--- config.mk ---
export PLATFORM = sky130hd
export DESIGN_NAME = lfr_link_flat
export DESIGN_NICKNAME = d
export VERILOG_FILES = /design/src/sv/lfr_pkg.sv /design/src/sv/lfr_out_if.sv /design/src/sv/lfr_link.sv /design/src/flat_wrapper.sv
export SDC_FILE = /design/constraint.sdc
export NUM_CORES = 1
export LEC_CHECK = 0
export BUFFER_PORTS_ARGS = -buffer_cell sky130_fd_sc_hd__buf_2
export CELL_PAD_IN_SITES_DETAIL_PLACEMENT = 0
export CELL_PAD_IN_SITES_GLOBAL_PLACEMENT = 1
export CORE_AREA = 2 2 163 165
export DETAILED_ROUTE_END_ITERATION = 6
export DIE_AREA = 0 0 165 167
export GPL_TIMING_DRIVEN = 0
export PLACE_DENSITY_LB_ADDON = 0.1
export SLEW_MARGIN = 20
export SYNTH_ARGS = -nofsm -noshare
export SYNTH_HDL_FRONTEND = slang
export SYNTH_SLANG_ARGS = --single-unit
--- constraint.sdc ---
create_clock -name clk -period 6 [get_ports clk]
set_input_delay 0 -clock clk [delete_from_list [all_inputs] [get_ports clk]]
set_output_delay 0 -clock clk [all_outputs]
set_load 0.005 [all_outputs]
--- src/sv/lfr_pkg.sv ---
`timescale 1ns / 1ps
// Shared types and codes of the lockstep frame receiver.
// No dependencies; every module in the project imports this package.
package lfr_pkg;

    localparam logic [1:0] CMD_BYTE   = 2'd0;
    localparam logic [1:0] CMD_CLOSE  = 2'd1;
    localparam logic [1:0] CMD_LOOKUP = 2'd2;
    localparam logic [1:0] CMD_VERIFY = 2'd3;

    localparam logic [7:0] KIND_START  = 8'h02;
    localparam logic [7:0] KIND_INPUT  = 8'h03;
    localparam logic [7:0] KIND_HASH   = 8'h04;
    localparam logic [7:0] KIND_BYE    = 8'h05;
    localparam logic [7:0] KIND_DESYNC = 8'h06;

    localparam logic [2:0] MODE_WAITING = 3'd0;
    localparam logic [2:0] MODE_RUNNING = 3'd1;
    localparam logic [2:0] MODE_ENDED   = 3'd2;
    localparam logic [2:0] MODE_DESYNC  = 3'd3;
    localparam logic [2:0] MODE_ERROR   = 3'd4;

    // Work decoded from one accepted item, carried down the pipeline.
    typedef struct packed {
        logic        done;
        logic        oversize;
        logic        start;
        logic        bye;
        logic        close;
        logic        desync_req;
        logic        wr_in;
        logic        wr_hash;
        logic        lookup;
        logic        verify;
        logic [30:0] key;
        logic [31:0] tick;
        logic [63:0] data;
        logic [7:0]  held;
        logic [7:0]  pressed;
    } lfr_event_t;

    // Registered read data of both rings for one slot.
    typedef struct packed {
        logic        in_valid;
        logic [30:0] in_tick;
        logic [7:0]  held;
        logic [7:0]  pressed;
        logic        h_valid;
        logic [30:0] h_tick;
        logic [63:0] h_value;
    } lfr_ring_data_t;

endpackage

--- src/sv/lfr_out_if.sv ---
`timescale 1ns / 1ps
// Result channel of the lockstep frame receiver: valid/ready plus result fields.
// No dependencies.
interface lfr_out_if;
    logic               valid;
    logic               ready;
    logic [2:0]         link_state;
    logic               frame_done;
    logic               found;
    logic [7:0]         held_buttons;
    logic [7:0]         pressed_buttons;
    logic               send_desync;
    logic signed [31:0] divergence_tick;
    logic [63:0]        shared_seed;

    modport source (output valid, output link_state, output frame_done, output found,
                    output held_buttons, output pressed_buttons, output send_desync,
                    output divergence_tick, output shared_seed, input ready);
    modport sink (input valid, input link_state, input frame_done, input found,
                  input held_buttons, input pressed_buttons, input send_desync,
                  input divergence_tick, input shared_seed, output ready);
endinterface

--- src/sv/lfr_link.sv ---
`timescale 1ns / 1ps
// Link state, seed and divergence tick, lookup/verify resolution and the result register.
// Depends on lfr_pkg and lfr_out_if.
module lfr_link import lfr_pkg::*;
(
    input  logic           clk,
    input  logic           rst_n,
    input  logic           ev_valid,
    input  lfr_event_t     ev,
    input  lfr_ring_data_t rd,
    output logic           adv,
    lfr_out_if.source      result
);

    logic [2:0]  mode_reg, mode_next;
    logic [31:0] step_reg, step_next;
    logic [63:0] seed_reg, seed_next;
    logic        out_valid_reg;

    logic        hit;
    logic        vfail;
    logic        sent;
    logic        load;

    logic [2:0]  st_reg;
    logic        done_reg, found_reg, sent_reg;
    logic [7:0]  held_reg, pressed_reg;

    always_comb
    begin
        hit   = ev.lookup && rd.in_valid && (rd.in_tick == ev.key);
        vfail = ev.verify && rd.h_valid && (rd.h_tick == ev.key) && (rd.h_value != ev.data);

        mode_next = mode_reg;
        step_next = step_reg;
        seed_next = seed_reg;
        sent      = 1'b0;
        if (ev.oversize)
        begin
            mode_next = MODE_ERROR;
        end
        if (ev.start)
        begin
            seed_next = ev.data;
            if (mode_reg == MODE_WAITING)
            begin
                mode_next = MODE_RUNNING;
            end
        end
        if ((ev.bye || ev.close) && (mode_reg == MODE_RUNNING || mode_reg == MODE_WAITING))
        begin
            mode_next = MODE_ENDED;
        end
        if ((ev.desync_req || vfail) && mode_reg != MODE_DESYNC && mode_reg != MODE_ERROR)
        begin
            mode_next = MODE_DESYNC;
            step_next = ev.desync_req ? ev.tick : {1'b0, ev.key};
            sent      = 1'b1;
        end
    end

    assign adv  = !out_valid_reg || result.ready;
    assign load = adv && ev_valid;

    always_ff @(posedge clk or negedge rst_n)
    begin
        if (!rst_n)
        begin
            mode_reg      <= MODE_WAITING;
            step_reg      <= '1;
            seed_reg      <= '0;
            out_valid_reg <= 1'b0;
        end
        else
        begin
            if (adv)
            begin
                out_valid_reg <= ev_valid;
            end
            if (load)
            begin
                mode_reg <= mode_next;
                step_reg <= step_next;
                seed_reg <= seed_next;
            end
        end
    end

    always_ff @(posedge clk)
    begin
        if (load)
        begin
            st_reg      <= mode_next;
            done_reg    <= ev.done;
            found_reg   <= hit;
            held_reg    <= hit ? rd.held : 8'd0;
            pressed_reg <= hit ? rd.pressed : 8'd0;
            sent_reg    <= sent;
        end
    end

    assign result.valid           = out_valid_reg;
    assign result.link_state      = st_reg;
    assign result.frame_done      = done_reg;
    assign result.found           = found_reg;
    assign result.held_buttons    = held_reg;
    assign result.pressed_buttons = pressed_reg;
    assign result.send_desync     = sent_reg;
    assign result.divergence_tick = $signed(step_reg);
    assign result.shared_seed     = seed_reg;

endmodule

--- src/flat_wrapper.sv ---
// flat-port wrapper written by rule: the top's interface ports become plain ports
module lfr_link_flat import lfr_pkg::*;
  (clk, rst_n, ev_valid, ev, rd, adv, result_valid, result_link_state, result_frame_done, result_found, result_held_buttons, result_pressed_buttons, result_send_desync, result_divergence_tick, result_shared_seed, result_ready);
  lfr_out_if result_i ();
  input  logic clk;
  input  logic rst_n;
  input  logic ev_valid;
  input  lfr_event_t ev;
  input  lfr_ring_data_t rd;
  output logic adv;
  output wire logic [$bits(result_i.valid)-1:0] result_valid;
  output wire logic [$bits(result_i.link_state)-1:0] result_link_state;
  output wire logic [$bits(result_i.frame_done)-1:0] result_frame_done;
  output wire logic [$bits(result_i.found)-1:0] result_found;
  output wire logic [$bits(result_i.held_buttons)-1:0] result_held_buttons;
  output wire logic [$bits(result_i.pressed_buttons)-1:0] result_pressed_buttons;
  output wire logic [$bits(result_i.send_desync)-1:0] result_send_desync;
  output wire logic [$bits(result_i.divergence_tick)-1:0] result_divergence_tick;
  output wire logic [$bits(result_i.shared_seed)-1:0] result_shared_seed;
  input wire logic [$bits(result_i.ready)-1:0] result_ready;
  assign result_valid = result_i.valid;
  assign result_link_state = result_i.link_state;
  assign result_frame_done = result_i.frame_done;
  assign result_found = result_i.found;
  assign result_held_buttons = result_i.held_buttons;
  assign result_pressed_buttons = result_i.pressed_buttons;
  assign result_send_desync = result_i.send_desync;
  assign result_divergence_tick = result_i.divergence_tick;
  assign result_shared_seed = result_i.shared_seed;
  assign result_i.ready = result_ready;
  lfr_link u_core (.clk(clk), .rst_n(rst_n), .ev_valid(ev_valid), .ev(ev), .rd(rd), .adv(adv), .result(result_i));
endmodule
==> results of run 1 <==
-- metrics by stage --
stage	instances	hold WS (ps)	cell area (um2)	utilization, %
final	1448	19.9	10800	41.9
after global routing	1447	33.3	10800	41.8
after CTS	1445	0.706	10800	41.8
after detailed placement	1262	-38.5	8720	33.9
after global placement	1261	177	8690	33.7
after floorplan	524	-296	6260	-
-- cells in the mapped netlist --
cell type / instances
nand4_1: 25
edfxtp_1: 22
a21o_1: 1
mux2i_1: 1
nand2b_1: 3
nand2_1: 9
o211a_1: 1
a32o_1: 1
and2_1: 18
clkbuf_1: 19
dfstp_2: 32
or4_1: 2
o211ai_1: 1
nor2_1: 5
buf_4: 1
buf_2: 1
a21oi_1: 32
a21boi_0: 1
buf_6: 3
o21ai_0: 3
clkinv_1: 1
o22ai_1: 62
nand3_1: 4
dfrtp_1: 68
o21ai_1: 1
nor4_1: 12
xor2_1: 36
nor4_2: 2
inv_1: 2
xnor2_1: 90
mux2_2: 64
a31oi_1: 1
-- cell type report --
class | instances | area [um2] | share of cell area [%]
antenna | 3 | 7.51 | 0.0696
tap | 335 | 419 | 3.89
clock buffer | 18 | 429 | 3.98
inverter | 3 | 11.3 | 0.104
timing repair buffer | 554 | 3560 | 33.0
clock inverter | 14 | 111 | 1.03
sequential | 122 | 3200 | 29.7
multi-input combinational | 375 | 2930 | 27.1
buffer | 24 | 118 | 1.09
-- what timing repair did --
item | CTS | global route
hold endpoints to repair | 206 | 0
endpoints found under the setup margin | 0 | 0
hold buffers | 151 | 0
gates resized for setup | 0 | 0
-- cell families after synthesis --
logic type	after synthesis	share of synthesized area, %
and+or+nand+nor	80	7.60
buffers and inverters	27	2.06
xor gates and xnor gates	126	17.6
muxes	65	11.7
AOI/OAI and AO/OA	104	9.86
DFF	122	51.2
-- power by group through the flow --
stage	clock [W]	combinational [W]	sequential (W)
after floorplan	0	0.000406	0.00126
final	0.000966	0.00108	0.00124
after CTS	0.00100	0.00109	0.00124
after global routing	0.00104	0.00119	0.00127
after detailed placement	0	0.000893	0.00125
after global placement	0	0.000895	0.00124
-- worst max-delay path, cell delays in order (launching register included) --
cell	delay, ps
dfrtp_1	350
nand2b_1	90
nand2_1	140
clkinv_1	740
and2_1	470
clkbuf_1	220
nand3_1	220
clkbuf_1	460
o22ai_1	170
a21oi_1	160
dlygate4sd3_1	580
-- layer usage --
metal | part of all wire [%] | global-route usage, % | vias up
met4 | 1.0 | 4.12 | 0
li1 | - | - | 3074
met2 | 51 | 34.4 | 280
met5 | 0 | 0 | -
met1 | 40 | 22.2 | 3067
met3 | 7.5 | 5.38 | 18
-- worst max-delay path by stage --
stage | slack (ps) | to | start | cells past startpoint
after detailed placement | 2570 | u_core.result.shared_seed[28] | u_core.result.valid | 6
after global routing | 2040 | u_core.result.divergence_tick[7] | u_core.result.valid | 10
final | 2310 | u_core.result.divergence_tick[7] | u_core.result.valid | 10
after CTS | 2270 | u_core.result.divergence_tick[2] | u_core.result.valid | 10
after floorplan | 3590 | u_core.result.shared_seed[0] | u_core.result.valid | 6
after global placement | 2580 | u_core.result.shared_seed[22] | u_core.result.valid | 6
==> metrics.yaml, run 1 <==
outcome:
  status: "finished clean"
grt:
  grt_overflow: 0
  antenna_found_initial: 2
  grt_pass1_vias: 6746
  grt_first_pass_wirelength_mm: 39.3
  grt_start_max_net_pins: 64
  grt_usage_pct: 19.1
clocking:
  cts_buffers: 17
  path_clk_slew_ps: 60
  cts_max_path_buffers: 2
  clkLatencyLatePin_ps: 410
  cts_setup_buffers: 0
  htreeDepth: 4
  cts-root-buf: "clkbuf_16"
  cts_tree: "built"
  cts.sinks: 122
place:
  dp_slack_ps: 2570
  place.gp.congestion: 0.764
  dp_hpwl_mm: 20.9
  io_buffer_count: 402
synth:
  synth.yosys.warnings: 0
  synth_seq_cells: 122
  synthTopCellsByArea: "dfrtp_1 27%, dfstp_2 13%, xnor2_1 13%"
  synthesis.instances: 524
  synth_fp_nets: 825
  synth_top_cell_area_share_pct: 27.2
  synth.cell_area_um2: 6260
  ys_seq_area_share_pct: 51.2
  synth_top_area_cell: "dfrtp_1"
  synth_cell_types: 32
  syn_avg_cell_area_um2: 11.9
critical_path:
  cp.arrival_ps: 4030
  rr_startpoint: "u_core.result.valid"
  cp_max_fo: 28
  r2r_setup_slack_ps: 2310
  crit_required_ps: 6340
  cp-end-kind: "register"
  r2r_cells: 10
  r2r-end: "u_core.result.divergence_tick[7]"
  startpoint_type: "register"
  path_class: "reg2reg"
power:
  clkPwrFrac_pct: 29.4
  power.density_nw_per_um2: 305
  combPwrFrac_pct: 33.0
  power_w: 0.00329
  power.share.switching_pct: 30.9
  max-vdd-ir-drop_v: 0.000149
  p_int_w: 0.00227
  pwr-share-seq_pct: 37.7
  leakagePower_nw: 4.86
  power.net_switching_w: 0.00101
timing:
  rsz0062_at_grt: "no"
  slew_headroom_pct: 37.7
  finalSetupTns_ps: 0
  finalSetupViolCount: 0
  final-max-slew-violation-count: 0
  max_freq_mhz: 271
  period_needed_ps: 3690
  finalWorstSetupSlack_ps: 2310
  skew_ps: 8.30
  hold_viol: 0
  worst_slew_pin_slew_ps: 928
  fin_crit_sh_pct: 61.5
finish:
  final_cell_mix: "402 x buf_2, 151 x dlygate4sd3_1, 90 x xnor2_1"
  fillCellCount: 2612
  area_delta_synth_final_pct: 72.3
  drive_above_1_share_pct: 48.3
  nets: 1398
  layout_commonest_cell: "buf_2"
  largest_reg_flops: 64
floorplanning:
  rows: 59
  dieArea_um2: 27600
  core_area_um2: 25800
  io_pins: 421
  start_util_pct: 24.3
  die_w_um: 165
  dieHeight_um: 167
routing:
  drcViolationCount: 0
  drt-initial-drc-count: 197
  totalWireLength_mm: 27.0
  ant_nets: 0
  wl_per_cell_um: 18.7
  firstDrtPassIters: 4
  routed-via-count: 6439
  vias_per_cell: 4.45
hold_path:
  hp-start: "ev[147]"
  min_path_type: "in2reg"
  whs_path_depth: 3
  hold_path_end: "u_core.mode_reg[2]"
job:
  cap_violations: 0
Note: power is estimated with default switching activity, not from simulation.
==> run 2, diff against run 1 <==
--- a/config.mk
+++ b/config.mk
@@ -5,6 +5,7 @@
 export SDC_FILE = /design/constraint.sdc
 export NUM_CORES = 1
 export LEC_CHECK = 0
+export ABC_AREA = 1
 export BUFFER_PORTS_ARGS = -buffer_cell sky130_fd_sc_hd__buf_2
 export CELL_PAD_IN_SITES_DETAIL_PLACEMENT = 0
 export CELL_PAD_IN_SITES_GLOBAL_PLACEMENT = 1
==> constraint.sdc (replaced) <==
create_clock -name clk -period 3.6 [get_ports clk]
set_input_delay 0 -clock clk [delete_from_list [all_inputs] [get_ports clk]]
set_output_delay 0 -clock clk [all_outputs]
set_load 0.005 [all_outputs]
==> run 2 against run 1 <==
- sequential cell count unchanged
- worst hold slack worse by 15 ps
- largest cell class unchanged
- clock skew is 2.3 ps higher
- final cell count rose by 33%
- wire length increased by 6.6%
- critical path depth fell by 2
- sequential power rose by 65%
- combinational power is 44% higher
- maximum frequency rose by 53%
- setup slack worse by 1100 ps
- sequential share of layout area decreased by 1.9 points
==> metrics.yaml, run 2 <==
grt:
  grt_pass1_vias: 8102  # +20%
  grt_start_max_net_pins: 52  # -19%
  antenna_found_initial: 0  # -2
  grt_usage_pct: 20.7  # +1.6 points
  grt_overflow: 0  # unchanged
  grt_first_pass_wirelength_mm: 43.4  # +10%
finish:
  seq_area_um2: 3200  # unchanged
  nets: 1876  # +34%
  layout_commonest_cell: "buf_2"
  largest_reg_flops: 64  # unchanged
  area_delta_synth_final_pct: 60.2
  diodes: 0  # -3
  drive_above_1_share_pct: 31.4  # -17 points
  stdcell_count: 1923  # +33%
  final_cell_mix: "409 x buf_2, 408 x nand2_1, 165 x inv_1"
  fillCellCount: 2782  # +6.5%
  multi_input_area_um2: 3210  # +9.7%
synth:
  synthTopCellsByArea: "dfrtp_1 24%, nand2_1 21%, dfstp_2 12%"
  synth_compound_area_share_pct: 8.91  # -0.94 points
  synth_top_family_by_area: "simple AND/OR/NAND/NOR gates"
  synthesis.instances: 1027  # +96%
  synth_commonest_cells: "408 x nand2_1, 165 x inv_1, 95 x o21ai_0"
  yosys.cell_count.top_type: "nand2_1"
  ys_seq_area_share_pct: 44.5  # -6.7 points
  async_reset_ff_share_pct: 82.0  # unchanged
  synth_fa_ha_area_share_pct: 0  # unchanged
  synth_mux_area_share_pct: 1.56  # -10 points
  synth_fp_nets: 1328  # +61%
  yosys.area_share.simple_pct: 30.6  # +23 points
  synth_seq_cells: 122  # unchanged
  synth_top_area_cell: "dfrtp_1"
  synth.cell_area_um2: 7200  # +15%
  synth_top_cell_area_share_pct: 23.6  # -3.6 points
  synth.yosys.warnings: 0  # unchanged
  synth_edf_count: 22  # unchanged
  synth_xor_area_share_pct: 3.53  # -14 points
  syn_avg_cell_area_um2: 7.01  # -41%
  synthFlopType: "dfrtp_1"
  synth_cell_types: 35  # +9.4%
timing:
  slew_headroom_pct: 48.0  # +10 points
  worst_slew_pin_slew_ps: 774  # -154 ps
  whs_ps: 4.76  # -15.2 ps
  period_needed_ps: 2410  # -1280 ps
  skew_ps: 10.6  # +2.34 ps
  final-max-slew-violation-count: 0  # unchanged
  fin_crit_sh_pct: 67.0  # +5.5 points
  finalSetupTns_ps: 0  # unchanged
  max_freq_mhz: 415  # +53%
  rsz0062_at_grt: "no"
  finalSetupViolCount: 0  # unchanged
  hold_viol: 0  # unchanged
critical_path:
  cp_top_family: "buffers and inverters"
  path_cells: "nand2_1 -> nand2_1 -> inv_1 -> buf_2 -> buf_2 -> nand2_1 -> nand2_1 -> dlygate4sd3_1"
  crit_start: "u_core.result.valid"
  cp-end-kind: "register"
  cp_max_fo: 31  # +11%
  rr_startpoint: "u_core.result.valid"
  startpoint_type: "register"
  cp_slowest_stage_delay_ps: 620  # -120 ps
  cp.arrival_ps: 2770  # -1260 ps
  crit_required_ps: 3960  # -2380 ps
  worst-path-buf-inv: 4  # unchanged
  path_class: "reg2reg"
  critPathMostFrequentCell: "nand2_1"
  slowest_stage: "buf_2"
routing:
  totalWireLength_mm: 28.8  # +6.6%
  ant_nets: 0  # unchanged
  drt-initial-drc-count: 323  # +64%
  wl_per_cell_um: 15.0  # -20%
  vias_per_cell: 4.26  # -4.3%
  drcViolationCount: 0  # unchanged
  routed-via-count: 8185  # +27%
  firstDrtPassIters: 4  # unchanged
place:
  place.gp.congestion: 0.874  # +14%
  io_buffer_count: 402  # unchanged
  dp_hpwl_mm: 23.4  # +12%
  dp_cells: 1765  # +40%
clocking:
  cts_buffers: 17  # unchanged
  htreeDepth: 4  # unchanged
  cts.sinks: 122  # unchanged
  cts_tree: "built"
  cts_setup_buffers: 0  # unchanged
  cts-root-buf: "clkbuf_16"
  clkLatencyLatePin_ps: 420  # about the same
  cts_max_path_buffers: 2  # unchanged
  path_clk_slew_ps: 60  # about the same
power:
  leakagePower_nw: 6.49  # +34%
  max-vdd-ir-drop_v: 0.000322  # +120%
  power.density_nw_per_um2: 467  # +53%
floorplanning:
  die_w_um: 165  # unchanged
  dieArea_um2: 27600  # unchanged
  io_pins: 421  # unchanged
  rows: 59  # unchanged
  start_util_pct: 27.9  # +3.7 points
  core_area_um2: 25800  # unchanged
  dieHeight_um: 167  # unchanged
hold_path:
  min_path_type: "in2reg"
  hp-start: "ev[126]"
outcome:
  status: "finished clean"
job:
  cap_violations: 0  # unchanged
-- run 2: kinds of logic after synthesis --
kind of cell | Yosys count
AO/OA/AOI/OAI | 119
XOR/XNOR | 29
buffers and inverters | 199
flip-flops | 122
multiplexers | 10
AND/OR/NAND/NOR | 548
-- run 2: report_power, final --
| group | internal [W] | leakage (nW) | switching, W |
|---|---|---|---|
| logic | 0.000707 | 4.80 | 0.000851 |
| registers | 0.00188 | 1.39 | 0.000171 |
| clock network | 0.00108 | 0.297 | 0.000708 |
| total | 0.00366 | 6.49 | 0.00173 |
-- run 2: worst min-delay path, cell delays in order --
cell	delay, ps
buf_2	110
inv_1	90
o21ai_0	90
nand4_1	90
nand2_1	50
-- run 2: metal layers --
layer | share of wire [%] | global-route usage (%) | wire [um] | vias up
met5 | 0 | 0 | 0 | -
met3 | 6.3 | 4.41 | 1830 | 37
met4 | 2.2 | 6.43 | 641 | 0
met1 | 39 | 23.0 | 11300 | 3588
met2 | 52 | 38.8 | 15100 | 285
li1 | - | - | - | 4275
-- run 2: per-stage QoR --
step	total power (W)	worst slack, ps	area [um2]	util [%]
floorplan	0.00271	1510	7200	-
global placement	0.00352	868	9630	37.4
detailed placement	0.00354	1560	9670	37.5
CTS	0.00548	1130	11500	44.8
global route	0.00573	970	11500	44.8
finish	0.00539	1190	11500	44.8
-- run 2: final cells by class --
type                    count  area share (%)
repair buffers            529            28.7
plain buffers              32            1.39
inverters                 167            5.43
multi-input cells         706            27.8
well taps                 335            3.63
flip-flops and latches    122            27.8
clock inverters            14            1.37
clock buffers              18            3.90
-- run 2: final timing paths --
| kind | endpoint | slack (ps) | cells after the start |
|---|---|---|---|
| hold reg to reg | u_core.result.divergence_tick[17] | 460 | 2 |
| hold / removal | u_core.result.divergence_tick[14] | 5 | 5 |
| setup reg to reg | u_core.mode_reg[1] | 1190 | 8 |
| min in group asynchronous | u_core.result.shared_seed[39] | 80 | 2 |
| setup / recovery | u_core.mode_reg[1] | 1190 | 8 |
| max in group asynchronous | u_core.mode_reg[2] | 2880 | 3 |
-- run 2: timing repair --
action,CTS,global route
hold buffers,126,0
setup endpoints to repair,0,0
endpoints found under the hold margin,217,0
gates resized for setup,0,0
==> run 3, diff against run 2 <==
--- a/config.mk
+++ b/config.mk
@@ -5,13 +5,13 @@
 export SDC_FILE = /design/constraint.sdc
 export NUM_CORES = 1
 export LEC_CHECK = 0
-export ABC_AREA = 1
+export ABC_AREA = 0
 export BUFFER_PORTS_ARGS = -buffer_cell sky130_fd_sc_hd__buf_2
 export CELL_PAD_IN_SITES_DETAIL_PLACEMENT = 0
 export CELL_PAD_IN_SITES_GLOBAL_PLACEMENT = 1
-export CORE_AREA = 2 2 163 165
+export CORE_AREA = 2 2 162 164
 export DETAILED_ROUTE_END_ITERATION = 6
-export DIE_AREA = 0 0 165 167
+export DIE_AREA = 0 0 164 166
 export GPL_TIMING_DRIVEN = 0
 export PLACE_DENSITY_LB_ADDON = 0.1
 export SLEW_MARGIN = 20
==> constraint.sdc (replaced) <==
create_clock -name clk -period 2 [get_ports clk]
set_input_delay 0 -clock clk [delete_from_list [all_inputs] [get_ports clk]]
set_output_delay 0 -clock clk [all_outputs]
set_load 0.005 [all_outputs]
==> run 3 against run 2 <==
- largest power group unchanged
- via count is 22% lower
- clock skew down 3.8 ps
- sequential cell count stayed put
- non-clock buffer count increased by 15
- first-iteration DRC count decreased by 6.8%
- final cell count fell by 25%
- wire length is 7.0% lower
- critical path depth increased by 1
- global-route usage decreased by 1.4 points
- clock power up 63%
- register-to-register slack worse by 1000 ps
==> metrics.yaml, run 3 (synthesis gave the netlist of run 1 again) <==
floorplanning:
  core_area_um2: 25600  # -0.57%
  dieArea_um2: 27200  # -1.2%
  die_w_um: 164  # -0.61%
  start_util_pct: 24.4  # -3.5 points
  rows: 59  # unchanged
  dieHeight_um: 166  # -0.60%
  io_pins: 421  # unchanged
place:
  place.gp.congestion: 0.782  # -11%
  dp_cells: 1262  # -28%
  io_buffer_count: 402  # unchanged
  dp_slack_ps: -664  # -2220 ps
  dp_hpwl_mm: 20.8  # -11%
finish:
  layout_commonest_cell: "buf_2"
  stdcell_count: 1447  # -25%
  drive_above_1_share_pct: 50.5  # +19 points
  largest_reg_flops: 64  # unchanged
  nets: 1397  # -26%
  final_cell_mix: "403 x buf_2, 149 x dlygate4sd3_1, 90 x xnor2_1"
  area_delta_synth_final_pct: 73.8
critical_path:
  cp_max_fo: 6  # -81%
  path_class: "in2reg"
  crit_start: "ev[73]"
  critPathMostFrequentCell: "nand4_1"
  cp-endpoint: "u_core.result.link_state[1]"
  cp.arrival_ps: 1970  # -800 ps
  startpoint_type: "input pin"
  crit_required_ps: 2140  # -1820 ps
  rr_startpoint: "u_core.result.valid"
  cp_slowest_stage_delay_ps: 390  # -230 ps
  slowest_stage: "nor4_2"
  r2r-end: "u_core.result.divergence_tick[19]"
  r2r_cells: 8  # unchanged
  cp-end-kind: "register"
  r2r_setup_slack_ps: 190  # -1000 ps
  path_cells: "buf_2 -> xnor2_1 -> nand4_1 -> nor4_2 -> nand4_1 -> and2_1 -> buf_4 -> o21ai_1 -> nand3_1"
outcome:
  status: "finished clean"
grt:
  antenna_found_initial: 3  # +3
  grt_first_pass_wirelength_mm: 39.7  # -8.4%
  grt_start_max_net_pins: 57  # +9.6%
  grt_overflow: 0  # unchanged
  grt_pass1_vias: 6785  # -16%
  grt_usage_pct: 19.3  # -1.4 points
clocking:
  cts_buffers: 17  # unchanged
  clkLatencyLatePin_ps: 410  # about the same
  path_clk_slew_ps: 60  # about the same
  cts_tree: "built"
  cts_max_path_buffers: 2  # unchanged
  cts.sinks: 122  # unchanged
  htreeDepth: 4  # unchanged
  cts-root-buf: "clkbuf_16"
routing:
  vias_per_cell: 4.43  # +4.2%
  firstDrtPassIters: 4  # unchanged
  ant_nets: 0  # unchanged
  routed-via-count: 6415  # -22%
  wl_per_cell_um: 18.5  # +24%
  drcViolationCount: 0  # unchanged
  drt-initial-drc-count: 301  # -6.8%
  totalWireLength_mm: 26.8  # -7.0%
hold_path:
  min_path_type: "in2reg"
timing:
  max_freq_mhz: 547
  worst_slew_pin_slew_ps: 588  # -186 ps
  whs_ps: 33.3  # +28.5 ps
  finalSetupViolCount: 0  # unchanged
  hold_viol: 0  # unchanged
  finalWorstSetupSlack_ps: 170  # -1020 ps
  fin_crit_sh_pct: 91.5
  skew_ps: 6.86  # -3.78 ps
  period_needed_ps: 1830
  final-max-slew-violation-count: 0  # unchanged
  slew_headroom_pct: 60.4  # +12 points
job:
  cap_violations: 0  # unchanged
power:
  max-vdd-ir-drop_v: 0.000497  # +55%
  power.density_nw_per_um2: 874  # +87%
  leakagePower_nw: 4.91  # -24%
  power_w: 0.00951  # +76%
## run 3: cell count changes in the layout (fill, tap and decap cells not counted), sizes merged, moves of 78 or more
cell   delta
xnor2    +78
nor2     -83
o21ai    -93
nand2   -401
inv     -165
## run 3: timing repair
action / in CTS / in global routing
gates cloned: 1 / 0
setup endpoints to repair: 104 / 62
setup buffers: 0 / 1
hold buffers: 149 / 0
pin swaps: 0 / 1
endpoints found under the hold margin: 205 / 0
resized for setup: 29 / 18
## run 3: cell type report
type,count,area (um2)
Sequential cell,122,3200
Timing Repair Buffer,553,3540
Clock buffer,19,433
Tap cell,335,419
Clock inverter,13,111
Timing Repair inverter,1,5.00
Antenna cell,3,7.51
Multi-Input combinational cell,375,2970
Buffer,23,170
Fill cell,2645,14700
Inverter,3,16.3
## run 3: power breakdown
group          internal (W)  switching, W  leakage, nW
Clock               0.00162       0.00129        0.265
Combinational       0.00158       0.00132         3.29
Sequential          0.00334      0.000370         1.35
Total               0.00654       0.00297         4.91
## run 3: routing by layer
metal	track usage [%]	routed length (um)	vias to the layer above
li1	-	-	3074
met1	22.3	10500	3046
met2	34.6	13600	276
met3	5.89	2300	19
met4	4.65	397	0
met5	0	0	-
## run 3: through the flow
step | cell area [um2] | setup TNS [ps] | utilization, %
detailed placement | 8730 | -60780 | 34.1
global route | 10900 | -8.33 | 42.5
global placement | 8690 | -90710 | 33.9
CTS | 10800 | 0 | 42.3
floorplan | 6260 | 0 | -
finish | 10900 | 0 | 42.5
## run 3: how the worst min path moves through the flow
stage / startpoint / end / slack (ps) / cells after the start
floorplan: rst_n / u_core.mode_reg[0] / -300 / 0
global placement: ev[152] / u_core.result.frame_done / 180 / 1
detailed placement: rst_n / u_core.mode_reg[0] / -9 / 1
CTS: ev[150] / u_core.mode_reg[0] / 4 / 5
global route: ev[150] / u_core.mode_reg[0] / 40 / 5
finish: ev[150] / u_core.mode_reg[0] / 30 / 5
## run 3: critical path, delay by kind of cell
family          cells  cell delay [ps]
compound gates      1              270
xor+xnor            1              280
simple gates        5             1130
buf+inv             2              290
