==> config.mk <==
export PLATFORM = sky130hd
export DESIGN_NAME = lfr_parser
export DESIGN_NICKNAME = d
export VERILOG_FILES = /design/src/sv/lfr_pkg.sv /design/src/sv/lfr_parser.sv
export SDC_FILE = /design/constraint.sdc
export NUM_CORES = 1
export LEC_CHECK = 0
export BUFFER_PORTS_ARGS = -buffer_cell sky130_fd_sc_hd__buf_2
export CAP_MARGIN = 25
export CORE_MARGIN = 2
export CORE_UTILIZATION = 57
export DETAILED_ROUTE_END_ITERATION = 10
export HOLD_SLACK_MARGIN = 0.05
export PLACE_DENSITY = 0.95
export SLEW_MARGIN = 20
export SYNTH_ARGS = -nofsm -noshare
export SYNTH_HDL_FRONTEND = slang
export SYNTH_SLANG_ARGS = --single-unit
==> constraint.sdc <==
create_clock -name clk -period 6.6 [get_ports clk]
set_input_delay 1.32 -clock clk [delete_from_list [all_inputs] [get_ports clk]]
set_output_delay 1.32 -clock clk [all_outputs]
set_load 0.05 [all_outputs]
==> src/sv/lfr_pkg.sv <==
`timescale 1ns / 1ps
// Shared types and codes of the lockstep frame receiver.
// No dependencies; every module in the project imports this package.
package lfr_pkg;

    localparam logic [1:0] CMD_BYTE   = 2'd0;
    localparam logic [1:0] CMD_CLOSE  = 2'd1;
    localparam logic [1:0] CMD_LOOKUP = 2'd2;
    localparam logic [1:0] CMD_VERIFY = 2'd3;

    localparam logic [7:0] KIND_START  = 8'h02;
    localparam logic [7:0] KIND_INPUT  = 8'h03;
    localparam logic [7:0] KIND_HASH   = 8'h04;
    localparam logic [7:0] KIND_BYE    = 8'h05;
    localparam logic [7:0] KIND_DESYNC = 8'h06;

    localparam logic [2:0] MODE_WAITING = 3'd0;
    localparam logic [2:0] MODE_RUNNING = 3'd1;
    localparam logic [2:0] MODE_ENDED   = 3'd2;
    localparam logic [2:0] MODE_DESYNC  = 3'd3;
    localparam logic [2:0] MODE_ERROR   = 3'd4;

    // Work decoded from one accepted item, carried down the pipeline.
    typedef struct packed {
        logic        done;
        logic        oversize;
        logic        start;
        logic        bye;
        logic        close;
        logic        desync_req;
        logic        wr_in;
        logic        wr_hash;
        logic        lookup;
        logic        verify;
        logic [30:0] key;
        logic [31:0] tick;
        logic [63:0] data;
        logic [7:0]  held;
        logic [7:0]  pressed;
    } lfr_event_t;

    // Registered read data of both rings for one slot.
    typedef struct packed {
        logic        in_valid;
        logic [30:0] in_tick;
        logic [7:0]  held;
        logic [7:0]  pressed;
        logic        h_valid;
        logic [30:0] h_tick;
        logic [63:0] h_value;
    } lfr_ring_data_t;

endpackage

==> src/sv/lfr_parser.sv <==
`timescale 1ns / 1ps
// Byte deframer: length, type and payload capture, decoding each item into an event.
// Depends on lfr_pkg.
module lfr_parser import lfr_pkg::*;
#(
    parameter int MAX_PAYLOAD = 512
)
(
    input  logic        clk,
    input  logic        rst_n,
    input  logic        accept,
    input  logic [1:0]  cmd,
    input  logic [7:0]  data_byte,
    input  logic [30:0] query_tick,
    input  logic [63:0] expected_hash,
    output lfr_event_t  ev
);

    localparam int CW      = $clog2(MAX_PAYLOAD + 1);
    localparam int CAP_LEN = 12;

    localparam logic [1:0] PH_LEN_LO  = 2'd0;
    localparam logic [1:0] PH_LEN_HI  = 2'd1;
    localparam logic [1:0] PH_KIND    = 2'd2;
    localparam logic [1:0] PH_PAYLOAD = 2'd3;

    logic [1:0]    phase_reg, phase_next;
    logic [15:0]   len_reg, len_next;
    logic [7:0]    kind_reg, kind_next;
    logic [CW-1:0] count_reg, count_next;
    logic          err_reg, err_next;
    logic [7:0]    cap_reg [CAP_LEN];

    logic [7:0]    cap_eff [CAP_LEN];
    logic [CW-1:0] count_inc;
    logic          reached;
    logic          over;
    logic          is_byte;
    logic          dispatch;
    logic [7:0]    kind_eff;
    logic [31:0]   cap_t;
    logic          cap_write;

    always_comb
    begin
        is_byte   = (cmd == CMD_BYTE) && !err_reg;
        cap_write = is_byte && (phase_reg == PH_PAYLOAD);
        for (int i = 0; i < CAP_LEN; i++)
        begin
            cap_eff[i] = (cap_write && (count_reg == CW'(i))) ? data_byte : cap_reg[i];
        end
        cap_t     = {cap_eff[3], cap_eff[2], cap_eff[1], cap_eff[0]};
        count_inc = count_reg + CW'(1);
        reached   = (17'(count_inc) >= {1'b0, len_reg});
        over      = ({1'b0, len_reg} > 17'(MAX_PAYLOAD));
        kind_eff  = (phase_reg == PH_KIND) ? data_byte : kind_reg;
        dispatch  = is_byte && (((phase_reg == PH_KIND) && !over && (len_reg == 16'd0))
                               || ((phase_reg == PH_PAYLOAD) && reached));

        phase_next = phase_reg;
        len_next   = len_reg;
        kind_next  = kind_reg;
        count_next = count_reg;
        err_next   = err_reg;
        if (is_byte)
        begin
            unique case (phase_reg)
                PH_LEN_LO:
                begin
                    len_next   = {8'd0, data_byte};
                    phase_next = PH_LEN_HI;
                end
                PH_LEN_HI:
                begin
                    len_next   = {data_byte, len_reg[7:0]};
                    phase_next = PH_KIND;
                end
                PH_KIND:
                begin
                    kind_next  = data_byte;
                    count_next = '0;
                    if (over)
                    begin
                        err_next   = 1'b1;
                        phase_next = PH_LEN_LO;
                    end
                    else if (len_reg == 16'd0)
                    begin
                        phase_next = PH_LEN_LO;
                    end
                    else
                    begin
                        phase_next = PH_PAYLOAD;
                    end
                end
                PH_PAYLOAD:
                begin
                    count_next = count_inc;
                    if (reached)
                    begin
                        count_next = '0;
                        phase_next = PH_LEN_LO;
                    end
                end
                default:
                begin
                    phase_next = PH_LEN_LO;
                end
            endcase
        end

        ev          = '0;
        ev.key      = query_tick;
        ev.tick     = cap_t;
        ev.data     = expected_hash;
        ev.held     = cap_eff[4];
        ev.pressed  = cap_eff[5];
        unique case (cmd)
            CMD_BYTE:
            begin
                ev.done     = dispatch;
                ev.oversize = is_byte && (phase_reg == PH_KIND) && over;
                if (dispatch)
                begin
                    unique case (kind_eff)
                        KIND_START:
                        begin
                            ev.start = (len_reg >= 16'd8);
                            ev.data  = {cap_eff[7], cap_eff[6], cap_eff[5], cap_eff[4],
                                        cap_eff[3], cap_eff[2], cap_eff[1], cap_eff[0]};
                        end
                        KIND_INPUT:
                        begin
                            ev.wr_in = (len_reg >= 16'd6) && !cap_t[31];
                            ev.key   = cap_t[30:0];
                        end
                        KIND_HASH:
                        begin
                            ev.wr_hash = (len_reg >= 16'd12) && !cap_t[31];
                            ev.key     = cap_t[30:0];
                            ev.data    = {cap_eff[11], cap_eff[10], cap_eff[9], cap_eff[8],
                                          cap_eff[7], cap_eff[6], cap_eff[5], cap_eff[4]};
                        end
                        KIND_BYE:    ev.bye        = 1'b1;
                        KIND_DESYNC: ev.desync_req = (len_reg >= 16'd4);
                        default:     ev.done       = 1'b1;
                    endcase
                end
            end
            CMD_CLOSE:  ev.close  = 1'b1;
            CMD_LOOKUP: ev.lookup = 1'b1;
            CMD_VERIFY: ev.verify = 1'b1;
            default:    ev.close  = 1'b0;
        endcase
    end

    always_ff @(posedge clk or negedge rst_n)
    begin
        if (!rst_n)
        begin
            phase_reg <= PH_LEN_LO;
            len_reg   <= '0;
            kind_reg  <= '0;
            count_reg <= '0;
            err_reg   <= 1'b0;
        end
        else if (accept)
        begin
            phase_reg <= phase_next;
            len_reg   <= len_next;
            kind_reg  <= kind_next;
            count_reg <= count_next;
            err_reg   <= err_next;
        end
    end

    always_ff @(posedge clk)
    begin
        if (accept)
        begin
            for (int i = 0; i < CAP_LEN; i++)
            begin
                cap_reg[i] <= cap_eff[i];
            end
        end
    end

endmodule

==> results.json, run 1 <==
{
  "status": "complete, no violations",
  "cts_root_buf": "sky130_fd_sc_hd__clkbuf_16",
  "start_util_pct": 58.9,
  "cellLeakagePower_nw": 4.38,
  "synth_nets": 868,
  "cts_tree": "yes",
  "worst_skew_pair.late_latency_ps": 430,
  "design.core.area_um2": 14600,
  "h-tree-depth": 4,
  "final.hold.worst_slack_ps": 474,
  "post-route-drc-count": 0,
  "clkSlewWorstSetupHoldPaths_ps": 60,
  "commonest_cells_after_routing_fill_and_taps_aside": "sky130_fd_sc_hd__buf_2 (259), sky130_fd_sc_hd__edfxtp_1 (96), sky130_fd_sc_hd__mux2_2 (82), sky130_fd_sc_hd__a22o_1 (68), sky130_fd_sc_hd__o2bb2ai_1 (64)",
  "hold_buffer_count_at_cts": 0,
  "final.min_clock_period_ps": 6240,
  "finalSetupTns_ps": 0,
  "timing.final.crit_share_pct": 94.6,
  "std_cell_rows": 44,
  "gr-total-overflow": 0,
  "post-place-cells": 1108,
  "regToRegStartpoint": "count_reg[0]",
  "synth.yosys.seq_area_share_pct": 44.1,
  "internal-power_mw": 1.97,
  "nNetsFinal": 1065,
  "arrival_ps": 4920,
  "synth-seq-cells": 133,
  "vdd_ir_drop_max_v": 0.000253,
  "synth_simple_gate_area_share_pct": 8.31,
  "max-cap-violations": 0,
  "synthFlopType": "sky130_fd_sc_hd__edfxtp_1",
  "max_clock_freq_mhz": 160,
  "crit_path_start_kind": "flip-flop",
  "layout_commonest_cell": "sky130_fd_sc_hd__buf_2",
  "synth_cell_type_count": 47,
  "cts-root-to-sink-buffers": 2,
  "post_route_non_filler_standard_cell_count": 1143,
  "finalHoldViolations": 0,
  "grt_setup_unrepaired": "false",
  "synth_async_sr_flop_share_pct": 27.8,
  "cts.repair.resized": 0,
  "first_iter_violations": 840,
  "holdCritStartpoint": "err_reg",
  "place.port_buffers": 260,
  "dpl.hpwl_um": 17600,
  "syn-instance-count": 746,
  "slew_violations": 0,
  "critical_path.endpoint_type": "output pin",
  "wl_per_cell_um": 23.0,
  "xor_and_xnor_area_share_after_synthesis_pct": 0.914,
  "finalSetupViolCount": 0,
  "chipHeight_um": 127,
  "tightest_slew_ps": 976,
  "post_detailed_route_count_of_antenna_violating_nets": 0,
  "dominant_combinational_cell_family_by_area_after_synthesis": "multiplexers",
  "ys.warnings.count": 0,
  "grt_first_pass_wirelength_um": 39500,
  "synth_fa_ha_area_share_pct": 2.03,
  "power.clock.fraction_pct": 30.2,
  "path_category_of_the_worst_min_delay_check": "flip-flop to flip-flop",
  "switching_power_mw": 1.25,
  "mappedNetlistArea_um2": 8630,
  "grt_start_max_net_pins": 66,
  "synth-edff-count": 96,
  "post_cts.repair.setup_buffers": 0,
  "power_switching_share_pct": 38.7,
  "comb_power_share_pct": 35.8,
  "slew_headroom_pct": 34.4,
  "seqPwrFrac_pct": 34.0,
  "vias": 7422,
  "io_pins": 261,
  "worstSetupPathType": "flip-flop to output pin",
  "skew_ps": 10.1,
  "die-area_um2": 16100,
  "die_width_um": 127,
  "power-per-cell-area_nw_per_um2": 312,
  "drive_above_1_share_pct": 42.4,
  "cts.sink_count": 133,
  "avgSynthCellArea_um2": 11.6,
  "vias_per_cell": 6.49,
  "synth.area.mux_share_pct": 18.4,
  "flow.area_growth_from_synthesis_pct": 19.6,
  "crit_path_max_fanout": 65,
  "largest_register_ffs": 96,
  "globalRouteTotalUtil_pct": 31.7,
  "cts-buffers-inserted": 17,
  "detail_route.wirelength_um": 26200,
  "worstSetupStartpoint": "count_reg[2]",
  "reg2reg_slack_ps": 2980,
  "number_of_antenna_violations_at_the_first_check_in_global_routing": 3,
  "drt-pass1-iter-count": 5,
  "synth_area_in_compound_gates_pct": 17.1,
  "required_time_of_the_critical_path_ps": 5280,
  "grt_pass1_vias": 7171,
  "place.gp.congestion": 0.909
}
## power by group through the flow
stage / Combinational [mW] / Sequential (mW) / Clock (mW)
after CTS: 1.13 / 1.09 / 0.969
final: 1.15 / 1.09 / 0.971
after floorplan: 0.855 / 1.07 / 0
after global placement: 1.09 / 1.09 / 0
after detailed placement: 1.12 / 1.10 / 0
after global routing: 1.22 / 1.10 / 1.00
## critical path: stages, from the launching register on
cell and delay [ps]:
sky130_fd_sc_hd__dfrtp_1 480, sky130_fd_sc_hd__and3_1 250, sky130_fd_sc_hd__and3_1 180, sky130_fd_sc_hd__nand3_1 160
sky130_fd_sc_hd__nor2_1 170, sky130_fd_sc_hd__xnor2_1 160, sky130_fd_sc_hd__inv_1 70, sky130_fd_sc_hd__ha_1 290
sky130_fd_sc_hd__a21oi_1 170, sky130_fd_sc_hd__nor4_1 90, sky130_fd_sc_hd__nor3_1 330, sky130_fd_sc_hd__a2111oi_4 160
sky130_fd_sc_hd__nor2_1 360, sky130_fd_sc_hd__clkinv_2 830, sky130_fd_sc_hd__a22o_1 510, sky130_fd_sc_hd__buf_2 230
## final timing paths
kind                                 to  cells after the start
setup reg to reg           count_reg[0]                     12
hold / removal                  err_reg                      1
max in group asynchronous   kind_reg[2]                      1
min in group asynchronous  count_reg[5]                      1
setup / recovery                 ev[40]                     15
hold reg to reg                 err_reg                      1
## stage by stage
stage | area, um2 | utilization, % | worst slack (ps) | power, mW
3_3_place_gp | 9710 | 66.3 | 1020 | 2.19
2_1_floorplan | 8630 | - | 648 | 1.92
3_5_place_dp | 9710 | 66.3 | 940 | 2.23
5_1_grt | 10300 | 70.5 | 4.45 | 3.33
4_1_cts | 10300 | 70.4 | 520 | 3.19
6_report | 10300 | 70.5 | 358 | 3.22
## cells by family after synthesis
kind of cell               count (synthesis)
adders and majority gates                 14
muxes                                    145
buffers and inverters                    150
DFF                                      133
AOI/OAI and AO/OA                        178
and+or+nand+nor                          117
xor gates and xnor gates                   9
## layer usage
metal / vias to the layer above / track usage (%) / routed length, um
met3: 83 / 6.28 / 2680
met5: - / 0 / 0
met4: 0 / 14.2 / 945
li1: 3179 / - / -
met1: 3586 / 40.8 / 9880
met2: 574 / 52.3 / 12700
## cells in the mapped netlist, types with 2 or more instances
| cell type | count | area share (%) |
|---|---|---|
| sky130_fd_sc_hd__buf_2 | 11 | 0.64 |
| sky130_fd_sc_hd__or3_1 | 3 | 0.22 |
| sky130_fd_sc_hd__edfxtp_1 | 96 | 33 |
| sky130_fd_sc_hd__nor4_4 | 5 | 1.2 |
| sky130_fd_sc_hd__buf_4 | 55 | 4.8 |
| sky130_fd_sc_hd__a21o_1 | 2 | 0.17 |
| sky130_fd_sc_hd__xor2_1 | 3 | 0.30 |
| sky130_fd_sc_hd__a21oi_1 | 7 | 0.41 |
| sky130_fd_sc_hd__nand2_1 | 39 | 1.7 |
| sky130_fd_sc_hd__a211oi_1 | 3 | 0.26 |
| sky130_fd_sc_hd__mux2_1 | 30 | 3.9 |
| sky130_fd_sc_hd__nor4bb_1 | 2 | 0.23 |
| sky130_fd_sc_hd__o2bb2ai_1 | 64 | 6.5 |
| sky130_fd_sc_hd__nand2b_1 | 6 | 0.44 |
| sky130_fd_sc_hd__and3_1 | 6 | 0.44 |
| sky130_fd_sc_hd__nor2_1 | 13 | 0.57 |
| sky130_fd_sc_hd__o31ai_1 | 3 | 0.26 |
| sky130_fd_sc_hd__a31oi_1 | 2 | 0.15 |
| sky130_fd_sc_hd__o21a_1 | 2 | 0.17 |
| sky130_fd_sc_hd__nor4_1 | 7 | 0.51 |
| sky130_fd_sc_hd__o21ai_0 | 17 | 0.99 |
| sky130_fd_sc_hd__o22ai_1 | 2 | 0.15 |
| sky130_fd_sc_hd__a22o_1 | 68 | 6.9 |
| sky130_fd_sc_hd__nor3_1 | 5 | 0.29 |
| sky130_fd_sc_hd__xnor2_1 | 6 | 0.61 |
| sky130_fd_sc_hd__clkbuf_1 | 33 | 1.4 |
| sky130_fd_sc_hd__nand3_1 | 8 | 0.46 |
| sky130_fd_sc_hd__and2_1 | 6 | 0.44 |
| sky130_fd_sc_hd__nor4_2 | 7 | 1.0 |
| sky130_fd_sc_hd__mux2i_1 | 33 | 3.8 |
| sky130_fd_sc_hd__or4_1 | 3 | 0.26 |
| sky130_fd_sc_hd__dfrtp_1 | 37 | 11 |
| sky130_fd_sc_hd__ha_1 | 14 | 2.0 |
| sky130_fd_sc_hd__nor2b_1 | 5 | 0.36 |
| sky130_fd_sc_hd__mux2_2 | 82 | 11 |
| sky130_fd_sc_hd__inv_1 | 50 | 2.2 |
## area by class of cell
cell class	instances	area (um2)
Antenna cell	3	7.51
Clock buffer	22	484
Clock inverter	10	119
Fill cell	950	4320
Inverter	51	193
Multi-Input combinational cell	463	4050
Sequential cell	133	3810
Tap cell	184	230
Timing Repair Buffer	277	1430
(Power assumes the default switching activity.)
==> run 2: changes to the inputs <==
--- a/config.mk
+++ b/config.mk
@@ -8,11 +8,11 @@
 export BUFFER_PORTS_ARGS = -buffer_cell sky130_fd_sc_hd__buf_2
 export CAP_MARGIN = 25
 export CORE_MARGIN = 2
-export CORE_UTILIZATION = 57
+export CORE_UTILIZATION = 45
 export DETAILED_ROUTE_END_ITERATION = 10
 export HOLD_SLACK_MARGIN = 0.05
-export PLACE_DENSITY = 0.95
-export SLEW_MARGIN = 20
+export PLACE_DENSITY = 0.79
+export SLEW_MARGIN = 40
 export SYNTH_ARGS = -nofsm -noshare
 export SYNTH_HDL_FRONTEND = slang
 export SYNTH_SLANG_ARGS = --single-unit
==> run 2 against run 1 <==
Effect of this change: sequential share of layout area down 0.31 points; combinational power about the same; die area up 26%; clock skew down 1.1 ps; critical path type unchanged; clock power down 3.5%; worst hold slack worse by 17 ps; final cell count up 4.1%.
==> results.json, run 2 (synthesized netlist as in run 1, its figures left out) <==
{
  "status": "complete, no violations",
  "drt-pass1-iter-count": 5,
  "design.core.area_um2": 18800,
  "met3_wirelength_um": 1540,
  "power.clock.fraction_pct": 29.5,
  "path_category_of_the_worst_min_delay_check": "flip-flop to flip-flop",
  "skew_ps": 8.98,
  "h-tree-depth": 4,
  "finalSetupViolCount": 0,
  "worstSetupPathType": "flip-flop to output pin",
  "slew_headroom_pct": 45.4,
  "hold_buffer_count_at_cts": 0,
  "detail_route.wirelength_um": 24900,
  "final.min_clock_period_ps": 5910,
  "chipHeight_um": 142,
  "flow.area_growth_from_synthesis_pct": 20.7,
  "switching_power_mw": 1.24,
  "grt_pass1_vias": 6879,
  "finalSetupTns_ps": 0,
  "finalHoldViolations": 0,
  "die-area_um2": 20300,
  "crit_path_start_kind": "flip-flop",
  "post_detailed_route_count_of_antenna_violating_nets": 0,
  "topRoutingLayerUsed": "met4",
  "power-per-cell-area_nw_per_um2": 305,
  "place.port_buffers": 260,
  "drive_above_1_share_pct": 42.5,
  "grt_first_pass_wirelength_um": 38100,
  "cts_tree": "yes",
  "nNetsFinal": 1065,
  "seqPwrFrac_pct": 34.3,
  "dpl.hpwl_um": 17600,
  "required_time_of_the_critical_path_ps": 5280,
  "clkSlewWorstSetupHoldPaths_ps": 60,
  "antenna_cells_inserted": 0,
  "gr-total-overflow": 0,
  "critical_path.endpoint_type": "output pin",
  "cts.repair.resized": 0,
  "cts.sink_count": 133,
  "grt_start_max_net_pins": 57,
  "die_width_um": 142,
  "largest_register_ffs": 96,
  "tightest_slew_ps": 819,
  "comb_power_share_pct": 36.2,
  "vias": 6883,
  "max-cap-violations": 0,
  "cts_root_buf": "sky130_fd_sc_hd__clkbuf_16",
  "internal-power_mw": 1.93,
  "commonest_cells_after_routing_fill_and_taps_aside": "sky130_fd_sc_hd__buf_2 (259), sky130_fd_sc_hd__edfxtp_1 (96), sky130_fd_sc_hd__mux2_2 (82), sky130_fd_sc_hd__a22o_1 (68), sky130_fd_sc_hd__o2bb2ai_1 (64)",
  "cellLeakagePower_nw": 4.39,
  "io_pins": 261,
  "amount_of_wire_on_met2_after_detailed_routing_um": 12200,
  "post-route-drc-count": 0,
  "cts-buffers-inserted": 17,
  "routed_metal_1_wire_length_um": 10600,
  "place.gp.congestion": 0.907,
  "start_util_pct": 46.0,
  "vdd_ir_drop_max_v": 0.000237,
  "worst_skew_pair.late_latency_ps": 420,
  "final.hold.worst_slack_ps": 456,
  "slew_violations": 0,
  "layout_commonest_cell": "sky130_fd_sc_hd__buf_2",
  "post_cts.repair.setup_buffers": 0,
  "max_clock_freq_mhz": 169,
  "wl_per_cell_um": 20.9,
  "power_switching_share_pct": 39.1,
  "final_core_util_pct": 55.5,
  "vias_per_cell": 5.78,
  "globalRouteTotalUtil_pct": 24.4,
  "timing.final.crit_share_pct": 89.6,
  "grt_setup_unrepaired": "false",
  "std_cell_rows": 50,
  "first_iter_violations": 494,
  "number_of_antenna_violations_at_the_first_check_in_global_routing": 0,
  "cts-root-to-sink-buffers": 2,
  "crit_path_max_fanout": 36,
  "arrival_ps": 4590,
  "fin_total_pwr_mw": 3.18
}
==> run 2: through the flow <==
| stage | setup slack, ps | area, um2 | std cells |
|---|---|---|---|
| 2_1_floorplan | 648 | 8630 | 746 |
| 3_3_place_gp | 927 | 9770 | 1156 |
| 4_1_cts | 703 | 10400 | 1190 |
| 6_report | 688 | 10400 | 1190 |
| 5_1_grt | 250 | 10400 | 1190 |
| 3_5_place_dp | 897 | 9830 | 1158 |
==> run 2: area by class of cell <==
| type | instances | area [um2] |
|---|---|---|
| Clock inverter | 15 | 155 |
| Clock buffer | 17 | 425 |
| Sequential cell | 133 | 3810 |
| Tap cell | 234 | 293 |
| Inverter | 51 | 191 |
| Timing Repair Buffer | 277 | 1450 |
| Multi-Input combinational cell | 463 | 4080 |
| Fill cell | 1602 | 8360 |
==> run 2: power groups by stage <==
stage          Combinational (mW)  Sequential [mW]  Clock [mW]
6_report                     1.15             1.09       0.937
5_1_grt                      1.24             1.10       0.984
4_1_cts                      1.15             1.09       0.948
3_5_place_dp                 1.14             1.10           0
3_3_place_gp                 1.10             1.10           0
2_1_floorplan               0.855             1.07           0
==> run 2: path summary, 6_finish.rpt <==
| kind | start | endpoint | slack, ps | cells past startpoint |
|---|---|---|---|---|
| worst max-delay path | count_reg[2] | ev[27] | 690 | 16 |
| worst min-delay path | err_reg | err_reg | 460 | 1 |
| worst max register to register | count_reg[2] | count_reg[0] | 3140 | 14 |
| worst min register to register | err_reg | err_reg | 460 | 1 |
| max in group asynchronous | rst_n | kind_reg[1] | 5380 | 1 |
| min in group asynchronous | rst_n | count_reg[6] | 860 | 1 |
==> run 2: metal layers <==
layer	global-route usage [%]	up-vias
met3	5.42	36
li1	-	3184
met4	7.92	0
met2	40.8	252
met5	0	-
met1	31.4	3411
==> run 2: worst max-delay path: stages, from the launching register on <==
cell	delay, ps
sky130_fd_sc_hd__dfrtp_1	520
sky130_fd_sc_hd__and3_1	260
sky130_fd_sc_hd__and3_1	190
sky130_fd_sc_hd__nand3_1	160
sky130_fd_sc_hd__nor2_1	170
sky130_fd_sc_hd__xnor2_1	150
sky130_fd_sc_hd__inv_1	70
sky130_fd_sc_hd__ha_1	290
sky130_fd_sc_hd__a21oi_1	70
sky130_fd_sc_hd__nor4_1	300
sky130_fd_sc_hd__nor3_1	160
sky130_fd_sc_hd__a2111oi_4	450
sky130_fd_sc_hd__nor2_1	200
sky130_fd_sc_hd__inv_2	450
sky130_fd_sc_hd__buf_12	270
sky130_fd_sc_hd__a22o_1	170
sky130_fd_sc_hd__buf_2	260
==> run 3: changes to the inputs <==
--- a/config.mk
+++ b/config.mk
@@ -10,6 +10,7 @@
 export CORE_MARGIN = 2
 export CORE_UTILIZATION = 45
 export DETAILED_ROUTE_END_ITERATION = 10
+export GPL_TIMING_DRIVEN = 0
 export HOLD_SLACK_MARGIN = 0.05
 export PLACE_DENSITY = 0.79
 export SLEW_MARGIN = 40
==> run 3 against run 2 <==
Effect of this change: fmax down 2.4%; critical path type unchanged; die area unchanged; via count increased by 7.8%; final cell count up 7.1%; worst hold slack improved by 9.1 ps.
==> results.json, run 3 (synthesized netlist as in run 1, its figures left out) <==
{
  "slew_violations": 0,
  "cts.sink_count": 133,
  "cts-buffers-inserted": 17,
  "vias_per_cell": 5.83,
  "vdd_ir_drop_max_v": 0.000216,
  "finalSetupTns_ps": 0,
  "std_cell_rows": 50,
  "layout_commonest_cell": "sky130_fd_sc_hd__buf_2",
  "max_clock_freq_mhz": 165,
  "die-area_um2": 20300,
  "cellLeakagePower_nw": 4.65,
  "skew_ps": 11.6,
  "crit_path_start_kind": "flip-flop",
  "status": "complete, no violations",
  "largest_register_ffs": 96,
  "power-per-cell-area_nw_per_um2": 294,
  "cts.repair.resized": 0,
  "post_cts.repair.setup_buffers": 0,
  "finalHoldViolations": 0,
  "grt_first_pass_wirelength_um": 42000,
  "post-route-drc-count": 0,
  "number_of_antenna_violations_at_the_first_check_in_global_routing": 1,
  "chipHeight_um": 142,
  "die_width_um": 142,
  "grt_start_max_net_pins": 78,
  "crit_path_max_fanout": 10,
  "post_detailed_route_count_of_antenna_violating_nets": 0,
  "drt-pass1-iter-count": 5,
  "arrival_ps": 4740,
  "finalSetupViolCount": 0,
  "detail_route.wirelength_um": 28000,
  "place.port_buffers": 260,
  "wl_per_cell_um": 22.0,
  "nNetsFinal": 1148,
  "multi_input_area_um2": 4100,
  "commonest_cells_after_routing_fill_and_taps_aside": "sky130_fd_sc_hd__buf_2 (269), sky130_fd_sc_hd__edfxtp_1 (96), sky130_fd_sc_hd__mux2_2 (82), sky130_fd_sc_hd__a22o_1 (68), sky130_fd_sc_hd__o2bb2ai_1 (64)",
  "placed_cell_area_um2": 10300,
  "start_util_pct": 46.0,
  "globalRouteTotalUtil_pct": 27.8,
  "first_iter_violations": 623,
  "h-tree-depth": 4,
  "n_fill_cell": 1587,
  "count_of_cells_along_the_worst_hold_path": 1,
  "dpl.hpwl_um": 20300,
  "worst_skew_pair.late_latency_ps": 430,
  "critical_path.endpoint_type": "output pin",
  "max-cap-violations": 0,
  "path_category_of_the_worst_min_delay_check": "flip-flop to flip-flop",
  "cts_root_buf": "sky130_fd_sc_hd__clkbuf_16",
  "tightest_slew_ps": 876,
  "cts-root-to-sink-buffers": 2,
  "worstSetupPathType": "flip-flop to output pin",
  "slew_headroom_pct": 41.6,
  "grt_pass1_vias": 7325,
  "required_time_of_the_critical_path_ps": 5280,
  "layout.area.seq_um2": 3810,
  "io_pins": 261,
  "final_cell_area_um2": 10900,
  "post_route_non_filler_standard_cell_count": 1274,
  "vias": 7423,
  "post-place-cells": 1241,
  "final.min_clock_period_ps": 6060,
  "timing.final.crit_share_pct": 91.8,
  "cts_tree": "yes",
  "gr-total-overflow": 0,
  "ff2ff_path_depth": 14,
  "flow.area_growth_from_synthesis_pct": 26.0,
  "place.gp.congestion": 0.904,
  "drive_above_1_share_pct": 43.8,
  "grt_setup_unrepaired": "false",
  "design.core.area_um2": 18800,
  "hold_buffer_count_at_cts": 0,
  "clkSlewWorstSetupHoldPaths_ps": 60
}
==> run 3: changes by cell type in the layout (fill, tap and decap cells not counted), moves of 2 or more <==
| cell | previous run | this run |
|---|---|---|
| sky130_fd_sc_hd__clkbuf_1 | 0 | 34 |
| sky130_fd_sc_hd__clkinv_1 | 3 | 1 |
| sky130_fd_sc_hd__nor4_2 | 4 | 0 |
| sky130_fd_sc_hd__inv_8 | 2 | 0 |
| sky130_fd_sc_hd__bufinv_16 | 2 | 0 |
| sky130_fd_sc_hd__nor4_4 | 8 | 12 |
| sky130_fd_sc_hd__buf_2 | 259 | 269 |
| sky130_fd_sc_hd__clkbuf_8 | 0 | 3 |
| sky130_fd_sc_hd__buf_4 | 16 | 56 |
==> run 3: power by group <==
part / internal [mW] / total (mW) / leakage, nW / switching (mW)
Clock: 0.512 / 0.888 / 0.265 / 0.376
Sequential: 1.01 / 1.08 / 1.42 / 0.0696
Combinational: 0.393 / 1.23 / 2.96 / 0.840
==> run 3: cell type report <==
class | instances | area share [%]
antenna | 1 | 0.0230
buffer | 99 | 5.45
clock buffer | 22 | 4.36
clock inverter | 10 | 0.667
inverter | 51 | 1.76
multi-input combinational | 463 | 37.7
sequential | 133 | 35.0
tap | 234 | 2.69
timing repair buffer | 261 | 12.3
==> run 3: worst paths after layout <==
kind,from,end,slack [ps]
worst min-delay path,err_reg,err_reg,470
worst max register to register,count_reg[3],count_reg[5],3170
max in group asynchronous,rst_n,len_reg[3],5400
worst min register to register,err_reg,err_reg,470
min in group asynchronous,rst_n,count_reg[5],860
worst max-delay path,count_reg[3],ev[46],540
==> run 3: worst max-delay path, stage by stage, from the launching register on <==
cell	delay, ps
sky130_fd_sc_hd__dfrtp_1	400
sky130_fd_sc_hd__clkbuf_1	420
sky130_fd_sc_hd__and3_1	260
sky130_fd_sc_hd__nand3_1	150
sky130_fd_sc_hd__nor2_1	180
sky130_fd_sc_hd__xnor2_1	160
sky130_fd_sc_hd__inv_1	70
sky130_fd_sc_hd__ha_1	290
sky130_fd_sc_hd__a21oi_1	150
sky130_fd_sc_hd__nor4_1	70
sky130_fd_sc_hd__nor3_1	360
sky130_fd_sc_hd__a2111oi_4	170
sky130_fd_sc_hd__o221ai_2	710
sky130_fd_sc_hd__buf_2	430
sky130_fd_sc_hd__a22o_1	220
sky130_fd_sc_hd__buf_2	270
==> run 3: per-stage QoR <==
step | setup slack [ps] | total power, mW | hold slack, ps | util (%)
global route | 244 | 3.33 | 489 | 57.9
finish | 541 | 3.19 | 466 | 57.9
detailed placement | 836 | 2.30 | 448 | 55.0
CTS | 580 | 3.18 | 464 | 57.9
floorplan | 648 | 1.92 | 429 | -
global placement | 558 | 2.25 | 440 | 54.5
==> run 3: per-layer routing <==
metal	part of all wire, %	vias up	track usage [%]
met5	0	-	0
met1	40	3637	35.7
li1	-	3349	-
met3	8.0	55	5.75
met4	3.6	0	11.4
met2	49	382	46.0
